File: src/design/bbs_pkg.sv
`default_nettype none

package bbs_pkg;

	// sizes
	localparam int MAX_INSNS_DEF = 4096;
	localparam int LEN_W = 13;
	localparam int IDX_W = 12;
	localparam int QUEUE_DEPTH = 4;

	// opcode fields
	localparam logic [7:0] OPC_LDDW = 8'h18;
	localparam logic [2:0] CLS_JMP = 3'h5;
	localparam logic [2:0] CLS_JMP32 = 3'h6;
	localparam logic [3:0] OP_JA = 4'h0;
	localparam logic [3:0] OP_CALL = 4'h8;
	localparam logic [3:0] OP_EXIT = 4'h9;
	localparam logic [3:0] OP_BAD_E = 4'hE;
	localparam logic [3:0] OP_BAD_F = 4'hF;

	typedef enum logic [1:0] {
		KIND_EXIT = 2'd0,
		KIND_BRANCH = 2'd1,
		KIND_JUMP = 2'd2
	} kind_t;

	typedef enum logic [1:0] {
		ST_OK = 2'd0,
		ST_BAD_OP = 2'd1,
		ST_RANGE = 2'd2,
		ST_NO_TERM = 2'd3
	} status_t;

	// what the front decided for one slot
	typedef enum logic [2:0] {
		ACT_NONE = 3'd0,
		ACT_EXIT = 3'd1,
		ACT_BRANCH = 3'd2,
		ACT_JUMP = 3'd3,
		ACT_BAD_OP = 3'd4,
		ACT_NO_TERM = 3'd5
	} act_t;

	typedef struct packed {
		logic [7:0] opcode;
		logic signed [15:0] offset;
		logic signed [31:0] immediate;
	} in_item_t;

	typedef struct packed {
		logic [IDX_W-1:0] block_first;
		logic [IDX_W-1:0] block_last;
		kind_t block_kind;
		logic [IDX_W-1:0] jump_target;
		status_t status;
	} out_item_t;

	// decoded slot handed from front to back (slot index travels beside it)
	typedef struct packed {
		act_t act;
		logic last;
		logic signed [31:0] rel;
	} dec_ctl_t;

endpackage

`default_nettype wire

File: src/design/bbs_front.sv
`default_nettype none

module bbs_front #(
	parameter int MAX_INSNS = bbs_pkg::MAX_INSNS_DEF,
	localparam int PW = $clog2(MAX_INSNS),
	localparam int LW = (bbs_pkg::LEN_W > $clog2(MAX_INSNS + 1)) ?
		bbs_pkg::LEN_W : $clog2(MAX_INSNS + 1)
) (
	input wire logic clk,
	input wire logic arst_n,
	input wire logic take,
	input wire bbs_pkg::in_item_t insn,
	input wire logic [LW-1:0] len_eff,
	output logic [PW-1:0] dec_pos,
	output bbs_pkg::dec_ctl_t dec_ctl
);
	import bbs_pkg::*;

	localparam int CW = ((PW > LW) ? PW : LW) + 1;

	logic [PW-1:0] pos_q;
	logic skip_q;
	logic last;
	logic [2:0] cls;
	logic [3:0] op;

	// last slot of the program
	assign last = (CW'(pos_q) + CW'(1)) >= CW'(len_eff);
	assign cls = insn.opcode[2:0];
	assign op = insn.opcode[7:4];
	assign dec_pos = pos_q;

	// classify the slot
	always_comb begin
		dec_ctl.act = ACT_NONE;
		dec_ctl.last = last;
		dec_ctl.rel = {{16{insn.offset[15]}}, insn.offset};
		if (!skip_q && (cls == CLS_JMP || cls == CLS_JMP32)) begin
			case (op)
				OP_CALL: begin
					dec_ctl.act = ACT_NONE;
				end
				OP_EXIT: begin
					dec_ctl.act = (cls == CLS_JMP) ? ACT_EXIT : ACT_BAD_OP;
				end
				OP_JA: begin
					dec_ctl.act = ACT_JUMP;
					if (cls == CLS_JMP32) begin
						dec_ctl.rel = insn.immediate;
					end
				end
				OP_BAD_E, OP_BAD_F: begin
					dec_ctl.act = ACT_BAD_OP;
				end
				default: begin
					dec_ctl.act = ACT_BRANCH;
				end
			endcase
		end
		// anything that falls off the end of the program
		if (dec_ctl.act == ACT_NONE && last) begin
			dec_ctl.act = ACT_NO_TERM;
		end
	end

	// slot counter and wide-load skip
	always_ff @(posedge clk or negedge arst_n) begin
		if (!arst_n) begin
			pos_q <= '0;
			skip_q <= 1'b0;
		end else if (take) begin
			if (last) begin
				pos_q <= '0;
				skip_q <= 1'b0;
			end else begin
				pos_q <= pos_q + PW'(1);
				skip_q <= !skip_q && (insn.opcode == OPC_LDDW);
			end
		end
	end

endmodule

`default_nettype wire

File: src/design/bbs_queue.sv
`default_nettype none

module bbs_queue #(
	parameter int W = 8,
	parameter int DEPTH = bbs_pkg::QUEUE_DEPTH
) (
	input wire logic clk,
	input wire logic arst_n,
	input wire logic push,
	output logic full,
	input wire logic [W-1:0] wdata,
	input wire logic pop,
	output logic empty,
	output logic [W-1:0] rdata
);
	import bbs_pkg::*;

	localparam int AW = (DEPTH > 1) ? $clog2(DEPTH) : 1;
	localparam int NW = $clog2(DEPTH + 1);

	logic [W-1:0] mem_q [DEPTH];
	logic [AW-1:0] wr_q;
	logic [AW-1:0] rd_q;
	logic [NW-1:0] cnt_q;
	logic do_push;
	logic do_pop;

	assign full = (cnt_q == NW'(DEPTH));
	assign empty = (cnt_q == '0);
	assign do_push = push && !full;
	assign do_pop = pop && !empty;
	assign rdata = mem_q[rd_q];

	// storage
	always_ff @(posedge clk) begin
		if (do_push) begin
			mem_q[wr_q] <= wdata;
		end
	end

	// pointers and fill level
	always_ff @(posedge clk or negedge arst_n) begin
		if (!arst_n) begin
			wr_q <= '0;
			rd_q <= '0;
			cnt_q <= '0;
		end else begin
			if (do_push) begin
				wr_q <= (wr_q == AW'(DEPTH - 1)) ? '0 : wr_q + AW'(1);
			end
			if (do_pop) begin
				rd_q <= (rd_q == AW'(DEPTH - 1)) ? '0 : rd_q + AW'(1);
			end
			if (do_push && !do_pop) begin
				cnt_q <= cnt_q + NW'(1);
			end else if (do_pop && !do_push) begin
				cnt_q <= cnt_q - NW'(1);
			end
		end
	end

endmodule

`default_nettype wire

File: src/design/bbs_back.sv
`default_nettype none

module bbs_back #(
	parameter int MAX_INSNS = bbs_pkg::MAX_INSNS_DEF,
	localparam int PW = $clog2(MAX_INSNS),
	localparam int LW = (bbs_pkg::LEN_W > $clog2(MAX_INSNS + 1)) ?
		bbs_pkg::LEN_W : $clog2(MAX_INSNS + 1)
) (
	input wire logic clk,
	input wire logic arst_n,
	input wire logic q_empty,
	input wire logic [PW-1:0] q_pos,
	input wire bbs_pkg::dec_ctl_t q_ctl,
	output logic q_pop,
	input wire logic [LW-1:0] len_eff,
	input wire logic pop,
	output logic out_valid,
	output bbs_pkg::out_item_t out_item
);
	import bbs_pkg::*;

	localparam int TW = (((PW + 2) > 33) ? (PW + 2) : 33) + 1;

	logic failed_q;
	logic [PW-1:0] cbf_q;
	logic out_valid_q;
	out_item_t out_q;

	logic take;
	logic emit;
	logic failed_d;
	logic [PW-1:0] cbf_d;
	status_t err;
	out_item_t res;
	logic signed [TW-1:0] pos_s;
	logic signed [TW-1:0] rel_s;
	logic signed [TW-1:0] len_s;
	logic signed [TW-1:0] tgt;
	logic range_bad;

	// take a slot when the result register is free or drains now
	assign take = !q_empty && (!out_valid_q || pop);
	assign q_pop = take;
	assign out_valid = out_valid_q;
	assign out_item = out_q;

	// taken target and its range check
	assign pos_s = $signed(TW'(q_pos));
	assign rel_s = TW'(q_ctl.rel);
	assign len_s = $signed(TW'(len_eff));
	assign tgt = pos_s + rel_s + $signed(TW'(1));
	assign range_bad = tgt[TW-1] || (tgt >= len_s);

	// carry out the slot
	always_comb begin
		emit = 1'b0;
		err = ST_OK;
		failed_d = failed_q;
		cbf_d = cbf_q;
		res.block_first = IDX_W'(cbf_q);
		res.block_last = IDX_W'(q_pos);
		res.block_kind = KIND_EXIT;
		res.jump_target = '0;
		res.status = ST_OK;
		if (!failed_q) begin
			case (q_ctl.act)
				ACT_EXIT: begin
					emit = 1'b1;
					cbf_d = q_pos + PW'(1);
				end
				ACT_BRANCH, ACT_JUMP: begin
					if (range_bad) begin
						err = ST_RANGE;
					end else begin
						emit = 1'b1;
						res.block_kind = (q_ctl.act == ACT_JUMP) ? KIND_JUMP : KIND_BRANCH;
						res.jump_target = IDX_W'(tgt);
						cbf_d = q_pos + PW'(1);
					end
				end
				ACT_BAD_OP: begin
					err = ST_BAD_OP;
				end
				ACT_NO_TERM: begin
					err = ST_NO_TERM;
				end
				default: begin
				end
			endcase
		end
		if (err != ST_OK) begin
			emit = 1'b1;
			res.status = err;
			failed_d = 1'b1;
		end
		// program end restarts the scan
		if (q_ctl.last) begin
			failed_d = 1'b0;
			cbf_d = '0;
		end
	end

	// block state
	always_ff @(posedge clk or negedge arst_n) begin
		if (!arst_n) begin
			failed_q <= 1'b0;
			cbf_q <= '0;
		end else if (take) begin
			failed_q <= failed_d;
			cbf_q <= cbf_d;
		end
	end

	// result register
	always_ff @(posedge clk or negedge arst_n) begin
		if (!arst_n) begin
			out_valid_q <= 1'b0;
		end else if (take && emit) begin
			out_valid_q <= 1'b1;
		end else if (pop) begin
			out_valid_q <= 1'b0;
		end
	end

	always_ff @(posedge clk) begin
		if (take && emit) begin
			out_q <= res;
		end
	end

	// program end leaves clean block state
	a_end_clears: assert property (@(posedge clk) disable iff (!arst_n)
		take && q_ctl.last |=> !failed_q && cbf_q == '0)
		else $error("block state not cleared at program end");

	// an error mid-program silences the rest
	a_err_sets_failed: assert property (@(posedge clk) disable iff (!arst_n)
		take && emit && res.status != ST_OK && !q_ctl.last |=> failed_q)
		else $error("error did not set failed");

	// no result comes out of a failed program
	a_silent: assert property (@(posedge clk) disable iff (!arst_n)
		take && failed_q |-> !emit)
		else $error("result emitted after error");

	// error and exit results carry no target
	a_no_target: assert property (@(posedge clk) disable iff (!arst_n)
		out_valid_q && out_q.block_kind == KIND_EXIT |-> out_q.jump_target == '0)
		else $error("exit or error result with target");

endmodule

`default_nettype wire

File: src/design/bpf_basic_block_scanner_unit.sv
// eBPF basic-block scanner.
// Input channel (push/full): one instruction slot per item, in program order,
// programs back to back. An item is taken when push is high and full is low.
// Result channel (empty/pop): one item per finished block, or one for the
// first error of a program, oldest first while empty is low; taken when pop
// is high and empty is low.
// cfg_we/cfg_wdata write program_length (slots per program); write it only
// while the block is idle.
// Throughput: one slot per cycle while not full. A result can be taken once
// its slot has passed the queue and the result register. A four-item queue
// parts the decode front from the target-check back end, and a result
// register holds the oldest result. When the receiver stalls the result
// register holds, the queue fills and full rises after four more slots;
// nothing is lost. Reset: program_length returns to 1, slot counter, block
// start, skip and error state clear, queue and result register empty.
`default_nettype none

module bpf_basic_block_scanner_unit #(
	parameter int MAX_INSNS = bbs_pkg::MAX_INSNS_DEF
) (
	input wire logic clk,
	input wire logic arst_n,
	input wire logic push,
	output logic full,
	input wire bbs_pkg::in_item_t insn,
	output logic empty,
	input wire logic pop,
	output bbs_pkg::out_item_t block,
	input wire logic cfg_we,
	input wire logic [bbs_pkg::LEN_W-1:0] cfg_wdata
);
	import bbs_pkg::*;

	localparam int PW = $clog2(MAX_INSNS);
	localparam int LW = (LEN_W > $clog2(MAX_INSNS + 1)) ? LEN_W : $clog2(MAX_INSNS + 1);
	localparam int QW = PW + $bits(dec_ctl_t);

	logic [LEN_W-1:0] program_length_q;
	logic [LW-1:0] len_eff;
	logic take;
	logic [PW-1:0] dec_pos;
	dec_ctl_t dec_ctl;
	logic q_empty;
	logic q_pop;
	logic [QW-1:0] q_rdata;
	logic [PW-1:0] q_pos;
	dec_ctl_t q_ctl;
	logic out_valid;

	// length register
	always_ff @(posedge clk or negedge arst_n) begin
		if (!arst_n) begin
			program_length_q <= LEN_W'(1);
		end else if (cfg_we) begin
			program_length_q <= cfg_wdata;
		end
	end

	// clamp length to 1..MAX_INSNS
	always_comb begin
		if (program_length_q == '0) begin
			len_eff = LW'(1);
		end else if (LW'(program_length_q) > LW'(MAX_INSNS)) begin
			len_eff = LW'(MAX_INSNS);
		end else begin
			len_eff = LW'(program_length_q);
		end
	end

	assign take = push && !full;
	assign {q_pos, q_ctl} = q_rdata;
	assign empty = !out_valid;

	bbs_front #(
		.MAX_INSNS(MAX_INSNS)
	) u_front (
		.clk(clk),
		.arst_n(arst_n),
		.take(take),
		.insn(insn),
		.len_eff(len_eff),
		.dec_pos(dec_pos),
		.dec_ctl(dec_ctl)
	);

	bbs_queue #(
		.W(QW),
		.DEPTH(QUEUE_DEPTH)
	) u_queue (
		.clk(clk),
		.arst_n(arst_n),
		.push(push),
		.full(full),
		.wdata({dec_pos, dec_ctl}),
		.pop(q_pop),
		.empty(q_empty),
		.rdata(q_rdata)
	);

	bbs_back #(
		.MAX_INSNS(MAX_INSNS)
	) u_back (
		.clk(clk),
		.arst_n(arst_n),
		.q_empty(q_empty),
		.q_pos(q_pos),
		.q_ctl(q_ctl),
		.q_pop(q_pop),
		.len_eff(len_eff),
		.pop(pop),
		.out_valid(out_valid),
		.out_item(block)
	);

endmodule

`default_nettype wire

File: config.mk
export PLATFORM = sky130hd
export DESIGN_NAME = bpf_basic_block_scanner_unit
export DESIGN_NICKNAME = d
export VERILOG_FILES = /design/src/design/bbs_pkg.sv /design/src/design/bbs_front.sv /design/src/design/bbs_queue.sv /design/src/design/bbs_back.sv /design/src/design/bpf_basic_block_scanner_unit.sv
export SDC_FILE = /design/constraint.sdc
export NUM_CORES = 1
export LEC_CHECK = 0
export BUFFER_PORTS_ARGS = -buffer_cell sky130_fd_sc_hd__buf_2
export CAP_MARGIN = 20
export CORE_ASPECT_RATIO = 1.2
export CORE_MARGIN = 1
export CORE_UTILIZATION = 45
export DETAILED_ROUTE_END_ITERATION = 8
export PLACE_DENSITY = 0.63
export SYNTH_ARGS = -nofsm -noshare
export SYNTH_HDL_FRONTEND = slang
export SYNTH_HIERARCHICAL = 1
export SYNTH_SLANG_ARGS = --single-unit
File: constraint.sdc
create_clock -name clk -period 17.1 [get_ports clk]
set_clock_uncertainty 0.05 [all_clocks]
set_input_delay 1.71 -clock clk [delete_from_list [all_inputs] [get_ports clk]]
set_output_delay 1.71 -clock clk [all_outputs]
set_load 0.02 [all_outputs]
=== Word-level counts from Yosys, hierarchy flattened ===
Memories as Yosys holds them, arrays and structs flattened.
Cells that the tools add are included.

* Bitwise logic cells: 1
* Multiplexer cells: 33
* Reduce and logical (&&, ||, !) cells: 32
* Divide/modulo/power cells: 0
* $mul: 0
* $lt $le $gt $ge: 3
* Equality and inequality tests: 17
* $add $sub $neg: 9
* Shift-type cells: 0

{| class="wikitable"
|+ Operators with widths
! cell !! count
|-
| 32-bit two-way mux || 3
|-
| 12-bit two-way mux || 4
|-
| 34-bit by 2-bit adder with 34-bit output, second input constant || 1
|-
| 34-bit by 14-bit >= comparator with 1-bit output || 1
|-
| 13-bit by 32-bit adder with 33-bit output || 1
|-
| 13-bit two-way mux || 2
|-
| 12-bit by 1-bit adder with 12-bit output, second input constant || 2
|-
| 12-bit one-hot mux with 2 select lines || 1
|-
| 4-bit equality test, second input constant || 4
|-
| 3-bit equality test, second input constant || 5
|-
| 3-bit two-way mux || 5
|-
| 14-bit by 13-bit >= comparator with 1-bit output || 1
|-
| 12-bit by 1-bit adder with 13-bit output, second input constant || 1
|-
| 13-bit greater-than comparator, second input constant || 1
|-
| 13-bit zero test || 1
|-
| 3-bit one-hot mux with 4 select lines || 1
|-
| 1-bit two-way mux || 10
|-
| 2-bit two-way mux || 5
|-
| 1-bit logical AND || 9
|-
| 8-bit by 5-bit equality test with 1-bit output, second input constant || 1
|-
| 2-bit nonzero test || 4
|-
| 3-bit by 2-bit equality test with 1-bit output, second input constant || 2
|-
| 1-bit zero test || 6
|-
| 3-bit zero test || 2
|-
| other kinds (17) || 22
|}

* Memories kept: 1
* Memory bits (writable): 192
* Input port bits: 74
* Latch bits: 0
* Logic and storage cells: 110
* Flip-flop bits (word level): 87
* ROM bits: 0

{| class="wikitable"
|+ Memories
! name !! words !! bits a word !! read ports !! clocked after Yosys merged registers in !! write ports !! RTL line !! RTL
|-
| u_queue.mem_q || 4 || 48 || 1 || 0 || 1 || bbs_queue.sv:21 || <nowiki>logic [W-1:0] mem_q [DEPTH];</nowiki>
|}

=== Longest topological paths before layout ===
Gate-level depths: netlist of the first run.

* Word-level depth: 12
* Depth in mapped cells: 28
* Mapped depth without buffers: 25

=== Hierarchy ===
The synthesis of the first run kept the hierarchy.

{| class="wikitable"
|+ Modules (own cells, without submodules)
! module !! area each (µm²) !! sequential area each (µm²) !! cells each !! times used
|-
| bbs_queue || 7354.6 || 5940.7 || 288 || 1
|-
| bbs_back || 4474.3 || 1551.5 || 489 || 1
|-
| bbs_front || 1577.8 || 325.3 || 215 || 1
|-
| bpf_basic_block_scanner_unit || 631.9 || 326.6 || 48 || 1
|}

=== Worst setup path after synthesis of the first run ===
No wires, ideal clock.

* Path kind: register -> register
* From: reg u_queue.rd_q[0]
* To: reg u_back.out_q, in the netlist u_back/out_item[0], enable pin
* Buffers on the path: 3
* Stages on the path, launching flop included: 18
* Period minus slack after synthesis: 11916 ps
* Setup time: 656 ps
* Required time: 16394 ps
* Path slack: 5184 ps
* Arrival: 11210 ps
* Cells stage by stage: dfrtp_1 -> buf_2 -> buf_4 -> mux4_2 -> ha_1 -> fa_1 -> nand3_1 -> nand2_1 -> xor2_1 -> nand4_1 -> or3_1 -> buf_2 -> or4_4 -> or4_4 -> a2111oi_4 -> nand4_1 -> or2_2 -> a2111oi_0

* Cells in the longest elaborated chain, start to end: 11
* Elaborated cells on any way between the ends: 20
* Those cells by class: add/sub: 2; order compare: 1; eq/ne: 5; mux: 7; reduce/logical: 4; memory: 1

{| class="wikitable"
|+ Ends and longest elaborated chain
! what !! RTL line !! RTL
|-
| start: declaration || bbs_queue.sv:23 || <nowiki>logic [AW-1:0] rd_q;</nowiki>
|-
| start signal: assignment || bbs_queue.sv:52 || <nowiki>rd_q <= (rd_q == AW'(DEPTH - 1)) ? '0 : rd_q + AW'(1);</nowiki>
|-
| memory 4 x 48 bit * || - ||
|-
| via q_rdata[36] || bpf_basic_block_scanner_unit.sv:45 || <nowiki>logic [QW-1:0] q_rdata;</nowiki>
|-
| 13-bit by 32-bit adder with 33-bit output * || bbs_back.sv:51 || <nowiki>assign tgt = pos_s + rel_s + $signed(TW'(1));</nowiki>
|-
| 34-bit by 2-bit adder with 34-bit output * || bbs_back.sv:51 ||
|-
| 34-bit by 14-bit >= comparator with 1-bit output || bbs_back.sv:52 || <nowiki>assign range_bad = tgt[TW-1] || (tgt >= len_s);</nowiki>
|-
| 1-bit logical OR * || bbs_back.sv:52 ||
|-
| 2-bit two-way mux || bbs_back.sv:72 || <nowiki>if (range_bad) begin</nowiki>
|-
| 2-bit one-hot mux with 3 select lines || bbs_back.sv:66 || <nowiki>case (q_ctl.act)</nowiki>
|-
| 2-bit two-way mux || bbs_back.sv:65 || <nowiki>if (!failed_q) begin</nowiki>
|-
| 2-bit nonzero test || bbs_back.sv:91 || <nowiki>if (err != ST_OK) begin</nowiki>
|-
| 1-bit two-way mux * || bbs_back.sv:91 ||
|-
| 1-bit logical AND * || bbs_back.sv:126 || <nowiki>if (take && emit) begin</nowiki>
|-
| end signal: assignment || bbs_back.sv:127 || <nowiki>out_q <= res;</nowiki>
|-
| end: declaration || bbs_back.sv:27 || <nowiki>out_item_t out_q;</nowiki>
|}

Mark *: on every way through the listed nets, which the timed path passes. The rest lies on a longest branch.
A chain may end at the register's enable or synchronous reset.

=== Worst setup path in the final report of the first run ===
* From: reg u_queue.rd_q[1]
* To: reg u_back.out_q, in the netlist u_back/out_item[38], enable pin

* Cells in the longest elaborated chain, start to end: 11
* Elaborated cells on any way between the ends: 20
* Those cells by class: add/sub: 2; order compare: 1; eq/ne: 5; mux: 7; reduce/logical: 4; memory: 1

{| class="wikitable"
|+ Ends and longest elaborated chain
! what !! RTL line !! RTL
|-
| memory 4 x 48 bit * || - ||
|-
| via q_rdata[1] || bpf_basic_block_scanner_unit.sv:45 ||
|-
| 13-bit by 32-bit adder with 33-bit output * || bbs_back.sv:51 ||
|-
| 34-bit by 2-bit adder with 34-bit output * || bbs_back.sv:51 ||
|-
| via u_back.tgt[7] || bbs_back.sv:38 || <nowiki>logic signed [TW-1:0] tgt;</nowiki>
|-
| 34-bit by 14-bit >= comparator with 1-bit output * || bbs_back.sv:52 ||
|-
| 1-bit logical OR * || bbs_back.sv:52 ||
|-
| 2-bit two-way mux || bbs_back.sv:72 ||
|-
| 2-bit one-hot mux with 3 select lines || bbs_back.sv:66 ||
|-
| 2-bit two-way mux || bbs_back.sv:65 ||
|-
| 2-bit nonzero test || bbs_back.sv:91 ||
|-
| 1-bit two-way mux * || bbs_back.sv:91 ||
|-
| 1-bit logical AND * || bbs_back.sv:126 ||
|}

Marked as above.

==> results of run 1 <==
## power by group through the flow
stage          logic, mW  clock network [mW]  registers (mW)
2_1_floorplan       1.32                   0            1.12
3_3_place_gp        1.76                   0            1.10
3_5_place_dp        1.78                   0            1.10
4_1_cts             1.79               0.634            1.09
5_1_grt             2.02               0.660            1.08
6_report            1.84               0.620            1.06
## registers in the layout, indices dropped and copies added (netlist names)
signal	flops
program_length_q	13
u_queue/rd_q	2
u_back/failed_q	1
u_back/out_valid	1
u_front/dec_pos	12
u_front/skip_q	1
u_queue/wr_q	2
u_back/out_item	40
u_back/cbf_q	12
u_queue/cnt_q	3
u_queue/mem_q	192
## per-layer routing
layer	GRT usage	wire length, microns	vias up
li1	-	-	4180
met1	0.274	14100	4324
met2	0.319	14500	216
met3	0.0212	1250	45
met4	0.0602	727	0
met5	0	0	-
## stage by stage
step / hold WS [ns] / setup slack, ns / util / cells
2_1_floorplan: 0.375 / 5.18 / - / 1040
3_3_place_gp: 0.380 / 10.07 / 0.490 / 1519
3_5_place_dp: 0.381 / 9.88 / 0.491 / 1520
4_1_cts: 0.396 / 9.85 / 0.521 / 1572
5_1_grt: 0.401 / 9.72 / 0.522 / 1573
6_report: 0.396 / 10.25 / 0.522 / 1573
## placed cells by master (no fill, tap or decap), types with 8 or more instances in the layout
cell type and count:
nor2_1 43, o21a_1 8, xnor2_1 35, nor2b_1 33
edfxtp_1 232, buf_2 115, nand2_1 97, and3_1 12
buf_4 8, xor2_1 33, a21o_1 23, a21oi_1 30
nand3_1 27, mux4_2 48, ha_1 49, nor4_1 9
clkbuf_1 10, o32ai_1 8, inv_1 62, dfrtp_1 44
clkbuf_16 29, nand4_1 26, mux2_4 11, nor3_1 19
o21ai_0 18
## worst reg2reg max path, cell delays in order, from the launching register on
cell and delay [ns]:
dfrtp_2 0.74, buf_4 0.49, mux4_2 0.44, ha_1 0.34
a211oi_4 0.30, nor2_1 0.09, xor2_1 0.35, nand4_1 0.24
inv_1 0.16, and3_1 0.16, a211oi_1 0.05, o22ai_1 0.26
ha_1 0.30, a21oi_1 0.15, nor2b_1 0.06, o21ai_0 0.15
o211ai_1 0.11, nand3_1 0.09, nand2_1 0.05, a21oi_1 0.18
o211ai_1 0.16, a2111oi_4 0.22, nand4_1 0.18, or2_2 0.34
a2111oi_2 0.29, buf_4 0.49
## cells by family after synthesis
logic type | Yosys count | synth area share
flops | 279 | 0.580
compound gates | 156 | 0.0833
mux | 71 | 0.0980
fa+ha+maj | 51 | 0.0465
xor+xnor | 69 | 0.0436
simple gates | 311 | 0.116
buf+inv | 103 | 0.0324
## worst max path at each step
stage	start	end	slack, ns	cells after the start
6_report	u_queue/rd_q[1]	u_back/out_item[38]	10.25	25
5_1_grt	u_queue/rd_q[0]	u_back/out_item[3]	9.72	26
4_1_cts	u_queue/rd_q[0]	u_back/out_item[37]	9.85	25
3_5_place_dp	u_queue/rd_q[0]	u_back/out_item[33]	9.88	25
3_3_place_gp	u_queue/rd_q[0]	u_back/out_item[33]	10.07	25
2_1_floorplan	u_queue/rd_q[0]	u_back/out_item[0]	5.18	17
## area by class of cell
type,instances,share of cell area
flip-flops and latches,279,0.511
clock buffers,39,0.0478
well taps,396,0.0310
repair buffers,125,0.0433
multi-input cells,658,0.342
clock inverters,13,0.0109
inverters,63,0.0148
==> impl_metrics.env, run 1 <==
export IMPL_clockPowerShare=0.176
export IMPL_grt_overflow=0
export IMPL_drv_slew=0
export IMPL_finish_instance_area_sq_mm=0.0160
export IMPL_hold_end="u_back/out_item[34]"
export IMPL_rsz0062_at_grt="no"
export IMPL_place_gp_congestion=0.911
export IMPL_crit_slowest_cell="dfrtp_2"
export IMPL_min_from="u_back/cbf_q[6]"
export IMPL_synth_seq_cells=279
export IMPL_fin_crit_ns=6.85
export IMPL_first_pass_iters=5
export IMPL_dpl_cell_area_sq_mm=0.0150
export IMPL_syn_inst=1040
export IMPL_synth_avg_cell_area_sq_um=13.5
export IMPL_h_tree_depth=1
export IMPL_design_core_area_sq_mm=0.0306
export IMPL_cts_clk_slew_worst_paths_ns=0.06
export IMPL_io_pins=116
export IMPL_path_buf_inv=3
export IMPL_hold_viol=0
export IMPL_nFillCells=2588
export IMPL_yosysMostFrequentCell="edfxtp_1"
export IMPL_cts_hold_buf=0
export IMPL_max_freq_ghz=0.146
export IMPL_fp_row_count=70
export IMPL_clkLatencyLatePin_ns=0.55
export IMPL_r2r_end="u_back/out_item[38]"
export IMPL_grt_max_degree=52
export IMPL_p_sw_frac=0.417
export IMPL_synthTopCellsByCount="edfxtp_1 (232), nand2_1 (97), inv_1 (62), ha_1 (49), mux4_2 (48)"
export IMPL_cts_tree="done"
export IMPL_power_switching_mw=1.46
export IMPL_die_y_microns=195
export IMPL_drive_gt1_frac=0.226
export IMPL_netlist_area_sq_mm=0.0140
export IMPL_fin_nets=1280
export IMPL_synth_enable_flop_cells=232
export IMPL_setup_worst_path_start_class="flip-flop"
export IMPL_drc_errors=0
export IMPL_drt_total_wl_microns=30600
export IMPL_antenna_found_initial=0
export IMPL_postCtsSetupBuffers=0
export IMPL_reg2regPathDepth=25
export IMPL_die_area_sq_mm=0.0319
export IMPL_yosys_warnings=6
export IMPL_port_buffers=115
export IMPL_setup_violations=0
export IMPL_cp_arrival_ns=6.98
export IMPL_synth_area_leader_cell="edfxtp_1"
export IMPL_hold_depth=0
export IMPL_timing_setup_tns_ns=0
export IMPL_grt_pass1_vias=8748
export IMPL_power_mw=3.51
export IMPL_p_comb_frac=0.523
export IMPL_grt_pass1_wl_microns=48200
export IMPL_irDropWorstVdd_v=0.000115
export IMPL_ys_flop_type="edfxtp_1"
export IMPL_cp_slowest_stage_delay_ns=0.74
export IMPL_leakage_nw=5.97
export IMPL_cts_buffer_depth=3
export IMPL_internal_power_mw=2.05
export IMPL_power_density_mw_per_mm2=220
export IMPL_regArea_sq_mm=0.00815
export IMPL_fin_crit_sh=0.401
export IMPL_cp_end_kind="flip-flop"
export IMPL_synth_seq_area_share=0.580
export IMPL_netlist_top_cells_area="edfxtp_1 (50%), dfrtp_1 (8.2%), mux4_2 (7.7%)"
export IMPL_post_cts_resized=0
export IMPL_criticalPathCategory="reg2reg"
export IMPL_worstPathRequired_ns=17.23
export IMPL_synth_net_count=1165
export IMPL_cts_inserted_buffers=28
export IMPL_tightestPinTransition_ns=0.753
export IMPL_post_drt_wl_per_cell_microns=19.4
export IMPL_maxCapViolations=0
export IMPL_max_slew_margin_rel=0.498
export IMPL_multi_input_area_sq_mm=0.00545
export IMPL_area_delta_synth_final_pct=13.7
export IMPL_synth_cell_types=81
export IMPL_synth_top_area_frac=0.496
export IMPL_vias_per_cell=5.57
export IMPL_start_util=0.459
export IMPL_dpl_hpwl_microns=21300
export IMPL_diodes=0
export IMPL_hp_class="reg2reg"
export IMPL_root_buffer="clkbuf_16"
export IMPL_first_iter_violations=615
export IMPL_synthArstFlopShare=0.168
export IMPL_reg2reg_slack_ns=10.25
export IMPL_critical_path_top_delay_family="compound AO/OA/AOI/OAI gates"
export IMPL_r2r_start="u_queue/rd_q[1]"
export IMPL_die_width_microns=163
export IMPL_worstPathMaxFanout=41
export IMPL_p_seq_frac=0.301
export IMPL_antenna_left=0
export IMPL_outcome="finished clean"
export IMPL_grt_usage=0.196
export IMPL_vias=8765
export IMPL_clkSinkCount=279
Power figures use the tool's default switching activity.
==> inputs of run 2 (changes only) <==
clock period = 6.85 ns   (was 17.1 ns; I/O delays follow)
==> impl_metrics.env, run 2 (synthesis gave the netlist of run 1 again) <==
export IMPL_outcome="finished clean"
export IMPL_start_util=0.459
export IMPL_layout_commonest_cell="edfxtp_1"
export IMPL_cts_hold_buf=0
export IMPL_die_area_sq_mm=0.0319
export IMPL_port_buffers=115
export IMPL_power_density_mw_per_mm2=545
export IMPL_fin_hold_ws_ns=0.173
export IMPL_cp_end_kind="flip-flop"
export IMPL_place_gp_congestion=0.895
export IMPL_grt_pass1_vias=8676
export IMPL_max_freq_ghz=0.159
export IMPL_hp_class="in2async"
export IMPL_grt_pass1_wl_microns=48600
export IMPL_clkLatencyLatePin_ns=0.56
export IMPL_crit_start="u_queue/rd_q[0]"
export IMPL_reg2reg_slack_ns=0.54
export IMPL_io_pins=116
export IMPL_grt_max_degree=49
export IMPL_irDropWorstVdd_v=0.000316
export IMPL_design_core_area_sq_mm=0.0306
export IMPL_cp_endpoint="u_back/out_item[33]"
export IMPL_vias=8767
export IMPL_timing_setup_tns_ns=0
export IMPL_antenna_left=0
export IMPL_setup_worst_path_start_class="flip-flop"
export IMPL_drc_errors=0
export IMPL_pre_cts_slack_ns=0.307
export IMPL_r2r_start="u_queue/rd_q[0]"
export IMPL_max_slew_margin_rel=0.456
export IMPL_grt_overflow=0
export IMPL_fin_nets=1291
export IMPL_drv_slew=0
export IMPL_nFillCells=2572
export IMPL_die_y_microns=195
export IMPL_first_iter_violations=601
export IMPL_cts_tree="done"
export IMPL_die_width_microns=163
export IMPL_reg2regPathDepth=17
export IMPL_cts_clk_slew_worst_paths_ns=0.07
export IMPL_root_buffer="clkbuf_16"
export IMPL_power_mw=8.73
export IMPL_h_tree_depth=1
export IMPL_criticalPathCategory="reg2reg"
export IMPL_maxCapViolations=0
export IMPL_top_register="u_queue/mem_q"
export IMPL_rsz0062_at_grt="no"
export IMPL_dpl_hpwl_microns=22400
export IMPL_final_cell_mix="edfxtp_1 (232), buf_2 (115), nand2_1 (97), inv_1 (62), ha_1 (49)"
export IMPL_first_pass_iters=4
export IMPL_grt_usage=0.199
export IMPL_antenna_found_initial=1
export IMPL_post_drt_wl_per_cell_microns=19.4
export IMPL_tightestPinTransition_ns=0.814
export IMPL_hold_viol=0
export IMPL_clkSinkCount=279
export IMPL_fp_row_count=70
export IMPL_diodes=0
export IMPL_drt_total_wl_microns=30700
export IMPL_leakage_nw=6.00
export IMPL_vias_per_cell=5.54
export IMPL_cp_arrival_ns=6.50
export IMPL_worstPathMaxFanout=41
export IMPL_fin_crit_ns=6.31
export IMPL_cts_buffer_depth=3
export IMPL_fin_crit_sh=0.920
export IMPL_largest_reg_flops=192
export IMPL_worstPathRequired_ns=7.04
export IMPL_cts_inserted_buffers=27
export IMPL_drive_gt1_frac=0.238
export IMPL_layout_setup_ws_ns=0.545
export IMPL_fin_util=0.524
export IMPL_setup_violations=0
export IMPL_r2r_end="u_back/out_item[33]"
export IMPL_area_delta_synth_final_pct=14.0
run 2: changes by cell type in the layout (fill, tap and decap cells not counted), moves of 2 or more:
cell / delta
buf_12: +2
buf_4: +10
bufinv_16: -3
clkbuf_16: -2
clkbuf_8: +3
clkinv_1: -3
clkinv_2: +3
run 2: report_power, final:
| part | switching [mW] | internal [mW] | leakage [nW] | total, mW |
|---|---|---|---|---|
| combinational | 2.82 | 1.85 | 2.84 | 4.68 |
| sequential | 0.196 | 2.42 | 2.74 | 2.62 |
| clock | 0.629 | 0.808 | 0.423 | 1.44 |
| total | 3.65 | 5.08 | 6.00 | 8.73 |
run 2: how the worst min path moves through the flow:
| stage | startpoint | to |
|---|---|---|
| after floorplan | arst_n | program_length_q[10] |
| after global placement | u_back/cbf_q[6] | u_back/out_item[34] |
| after detailed placement | u_back/cbf_q[11] | u_back/out_item[39] |
| after CTS | arst_n | u_front/dec_pos[11] |
| after global routing | arst_n | u_front/dec_pos[11] |
| final | arst_n | u_front/dec_pos[11] |
run 2: critical path, cell delays in order (launching register included):
cell and delay [ns]:
dfrtp_2 0.50, buf_4 0.22, buf_6 0.26, mux4_2 0.53, ha_1 0.49, nand4_1 0.15
or2_0 0.22, o221a_2 0.29, xnor2_1 0.31, a21boi_1 0.35, or4b_2 0.69, nor4_1 0.37
nand2_1 0.15, xnor2_1 0.18, nand4_1 0.17, or2_2 0.35, a2111oi_4 0.41, buf_12 0.28
run 2: what timing repair did:
item / 4_1_cts / 5_1_grt
buffers inserted: 0 / 0
gates resized for setup: 0 / 3
endpoints found under the setup margin: 0 / 49
run 2: per-stage QoR:
stage                     cell area (sq um)  cells
final                                 16000   1583
after global routing                  16000   1583
after CTS                             16000   1582
after detailed placement              15100   1532
after global placement                15100   1532
after floorplan                       14100   1040
run 2: area by class of cell:
type                    count  area, sq um  share of cell area
repair buffers            137          790              0.0493
inverters                  63          236              0.0148
clock inverters            11          108             0.00672
clock buffers              39          751              0.0469
flip-flops and latches    279         8150               0.509
well taps                 396          495              0.0309
multi-input cells         658         5480               0.343
run 2: layer usage:
layer  global-route usage  wire length [microns]
met1                0.284                  14100
met2                0.316                  14400
met3               0.0215                   1270
met4               0.0665                    923
met5                    0                      0
==> inputs of run 3 (changes only) <==
CELL_PAD_IN_SITES_DETAIL_PLACEMENT = 0   (was unset)
CELL_PAD_IN_SITES_GLOBAL_PLACEMENT = 2   (was unset)
CORE_UTILIZATION = 43   (was 45)
PLACE_DENSITY = 0.81   (was 0.63)
==> impl_metrics.env, run 3 (synthesis gave the netlist of run 1 again) <==
export IMPL_power_density_mw_per_mm2=554
export IMPL_antenna_found_initial=0
export IMPL_drv_slew=0
export IMPL_r2r_end="u_back/out_item[35]"
export IMPL_leakage_nw=6.03
export IMPL_cts_inserted_buffers=26
export IMPL_post_drt_wl_per_cell_microns=20.0
export IMPL_reg2reg_slack_ns=0.43
export IMPL_final_cell_mix="edfxtp_1 (232), buf_2 (115), nand2_1 (97), inv_1 (62), ha_1 (49)"
export IMPL_hold_viol=0
export IMPL_cts_hold_buf=0
export IMPL_criticalPathCategory="reg2reg"
export IMPL_grt_pass1_wl_microns=49500
export IMPL_grt_usage=0.195
export IMPL_h_tree_depth=1
export IMPL_antenna_left=0
export IMPL_dpl_hpwl_microns=23200
export IMPL_setup_worst_path_start_class="flip-flop"
export IMPL_rsz0062_at_grt="no"
export IMPL_design_core_area_sq_mm=0.0322
export IMPL_cp_end_kind="flip-flop"
export IMPL_cts_buffer_depth=3
export IMPL_cp_arrival_ns=6.60
export IMPL_grt_overflow=0
export IMPL_setup_violations=0
export IMPL_first_pass_iters=5
export IMPL_grt_pass1_vias=8569
export IMPL_fin_nets=1298
export IMPL_crit_start="u_queue/rd_q[0]"
export IMPL_reg2regPathDepth=17
export IMPL_worstPathRequired_ns=7.03
export IMPL_first_iter_violations=527
export IMPL_clkLatencyLatePin_ns=0.54
export IMPL_diodes=0
export IMPL_die_width_microns=167
export IMPL_timing_setup_tns_ns=0
export IMPL_fp_row_count=72
export IMPL_io_pins=116
export IMPL_grt_max_degree=49
export IMPL_drc_errors=0
export IMPL_tightestPinTransition_ns=0.804
export IMPL_cts_clk_slew_worst_paths_ns=0.06
export IMPL_worstPathMaxFanout=37
export IMPL_die_y_microns=200
export IMPL_largest_reg_flops=192
export IMPL_clkSinkCount=279
export IMPL_layout_commonest_cell="edfxtp_1"
export IMPL_finish_instance_area_sq_mm=0.0161
export IMPL_r2r_start="u_queue/rd_q[0]"
export IMPL_die_area_sq_mm=0.0334
export IMPL_cp_endpoint="u_back/out_item[35]"
export IMPL_max_slew_margin_rel=0.463
export IMPL_port_buffers=115
export IMPL_place_gp_congestion=0.857
export IMPL_vias_per_cell=5.48
export IMPL_top_register="u_queue/mem_q"
export IMPL_dpl_cell_area_sq_mm=0.0152
export IMPL_fin_crit_ns=6.42
export IMPL_cts_tree="done"
export IMPL_area_delta_synth_final_pct=14.4
export IMPL_fin_crit_sh=0.938
export IMPL_drt_total_wl_microns=32000
export IMPL_start_util=0.437
export IMPL_vias=8762
export IMPL_root_buffer="clkbuf_16"
export IMPL_outcome="finished clean"
export IMPL_maxCapViolations=0
export IMPL_irDropWorstVdd_v=0.000321
export IMPL_fin_util=0.499
export IMPL_drive_gt1_frac=0.243
export IMPL_max_freq_ghz=0.156
export IMPL_hp_class="in2async"
[run 3: cell count changes in the layout (fill, tap and decap cells not counted), moves of 2 or more]
cell | before | now
buf_4 | 18 | 26
clkbuf_1 | 9 | 3
clkinv_1 | 0 | 3
buf_12 | 2 | 4
clkbuf_8 | 3 | 1
clkinvlp_4 | 1 | 3
[run 3: worst max-delay path, cell delays in order (launching register included)]
cell and delay, ns:
dfrtp_4 0.50, buf_12 0.21, buf_4 0.26, mux4_2 0.53
ha_1 0.39, a21oi_1 0.33, o21a_1 0.24, o21ai_0 0.27
o21ai_0 0.40, nand3_1 0.18, or4b_2 0.70, nor4_1 0.43
nand2_1 0.15, xnor2_1 0.19, nand4_1 0.18, or2_2 0.36
a2111oi_4 0.44, buf_12 0.27
[run 3: worst min path at each step]
stage / cells after the start / endpoint / startpoint / slack [ns]
after floorplan: 0 / program_length_q[10] / arst_n / 0.34
after global placement: 0 / u_back/out_item[39] / u_back/cbf_q[11] / 0.38
after detailed placement: 0 / u_back/out_item[39] / u_back/cbf_q[11] / 0.38
after CTS: 2 / program_length_q[11] / arst_n / 0.22
after global routing: 2 / program_length_q[11] / arst_n / 0.28
final: 2 / program_length_q[7] / arst_n / 0.21
[run 3: report_power, final]
group	leakage, nW	internal, mW	total [mW]	switching, mW
clock network	0.409	0.807	1.41	0.606
logic	2.88	1.92	4.84	2.93
registers	2.74	2.42	2.64	0.214
[run 3: what timing repair did]
item | in CTS | in global routing
setup endpoints to repair | 0 | 50
endpoints found under the hold margin | 0 | 0
setup buffers | 0 | 3
gates resized for setup | 0 | 2
[run 3: metal layers]
metal,GRT usage,part of all wire
met1,0.271,0.47
met2,0.324,0.48
met3,0.0219,0.035
met4,0.0593,0.023
met5,0,0
[run 3: through the flow]
stage	setup WS, ns	cells	hold WS (ns)	power, mW
detailed placement	0.301	1549	0.382	7.49
global route	0.0542	1599	0.279	9.50
global placement	0.358	1549	0.380	7.44
finish	0.428	1599	0.208	8.89
floorplan	0.0127	1040	0.339	6.09
CTS	0.289	1596	0.218	8.92
[run 3: area by class of cell]
class	instances	area, sq um
inverter	63	236
timing repair buffer	145	851
sequential	279	8150
clock inverter	16	141
multi-input combinational	658	5480
clock buffer	31	701
tap	407	509
fill	2795	16100
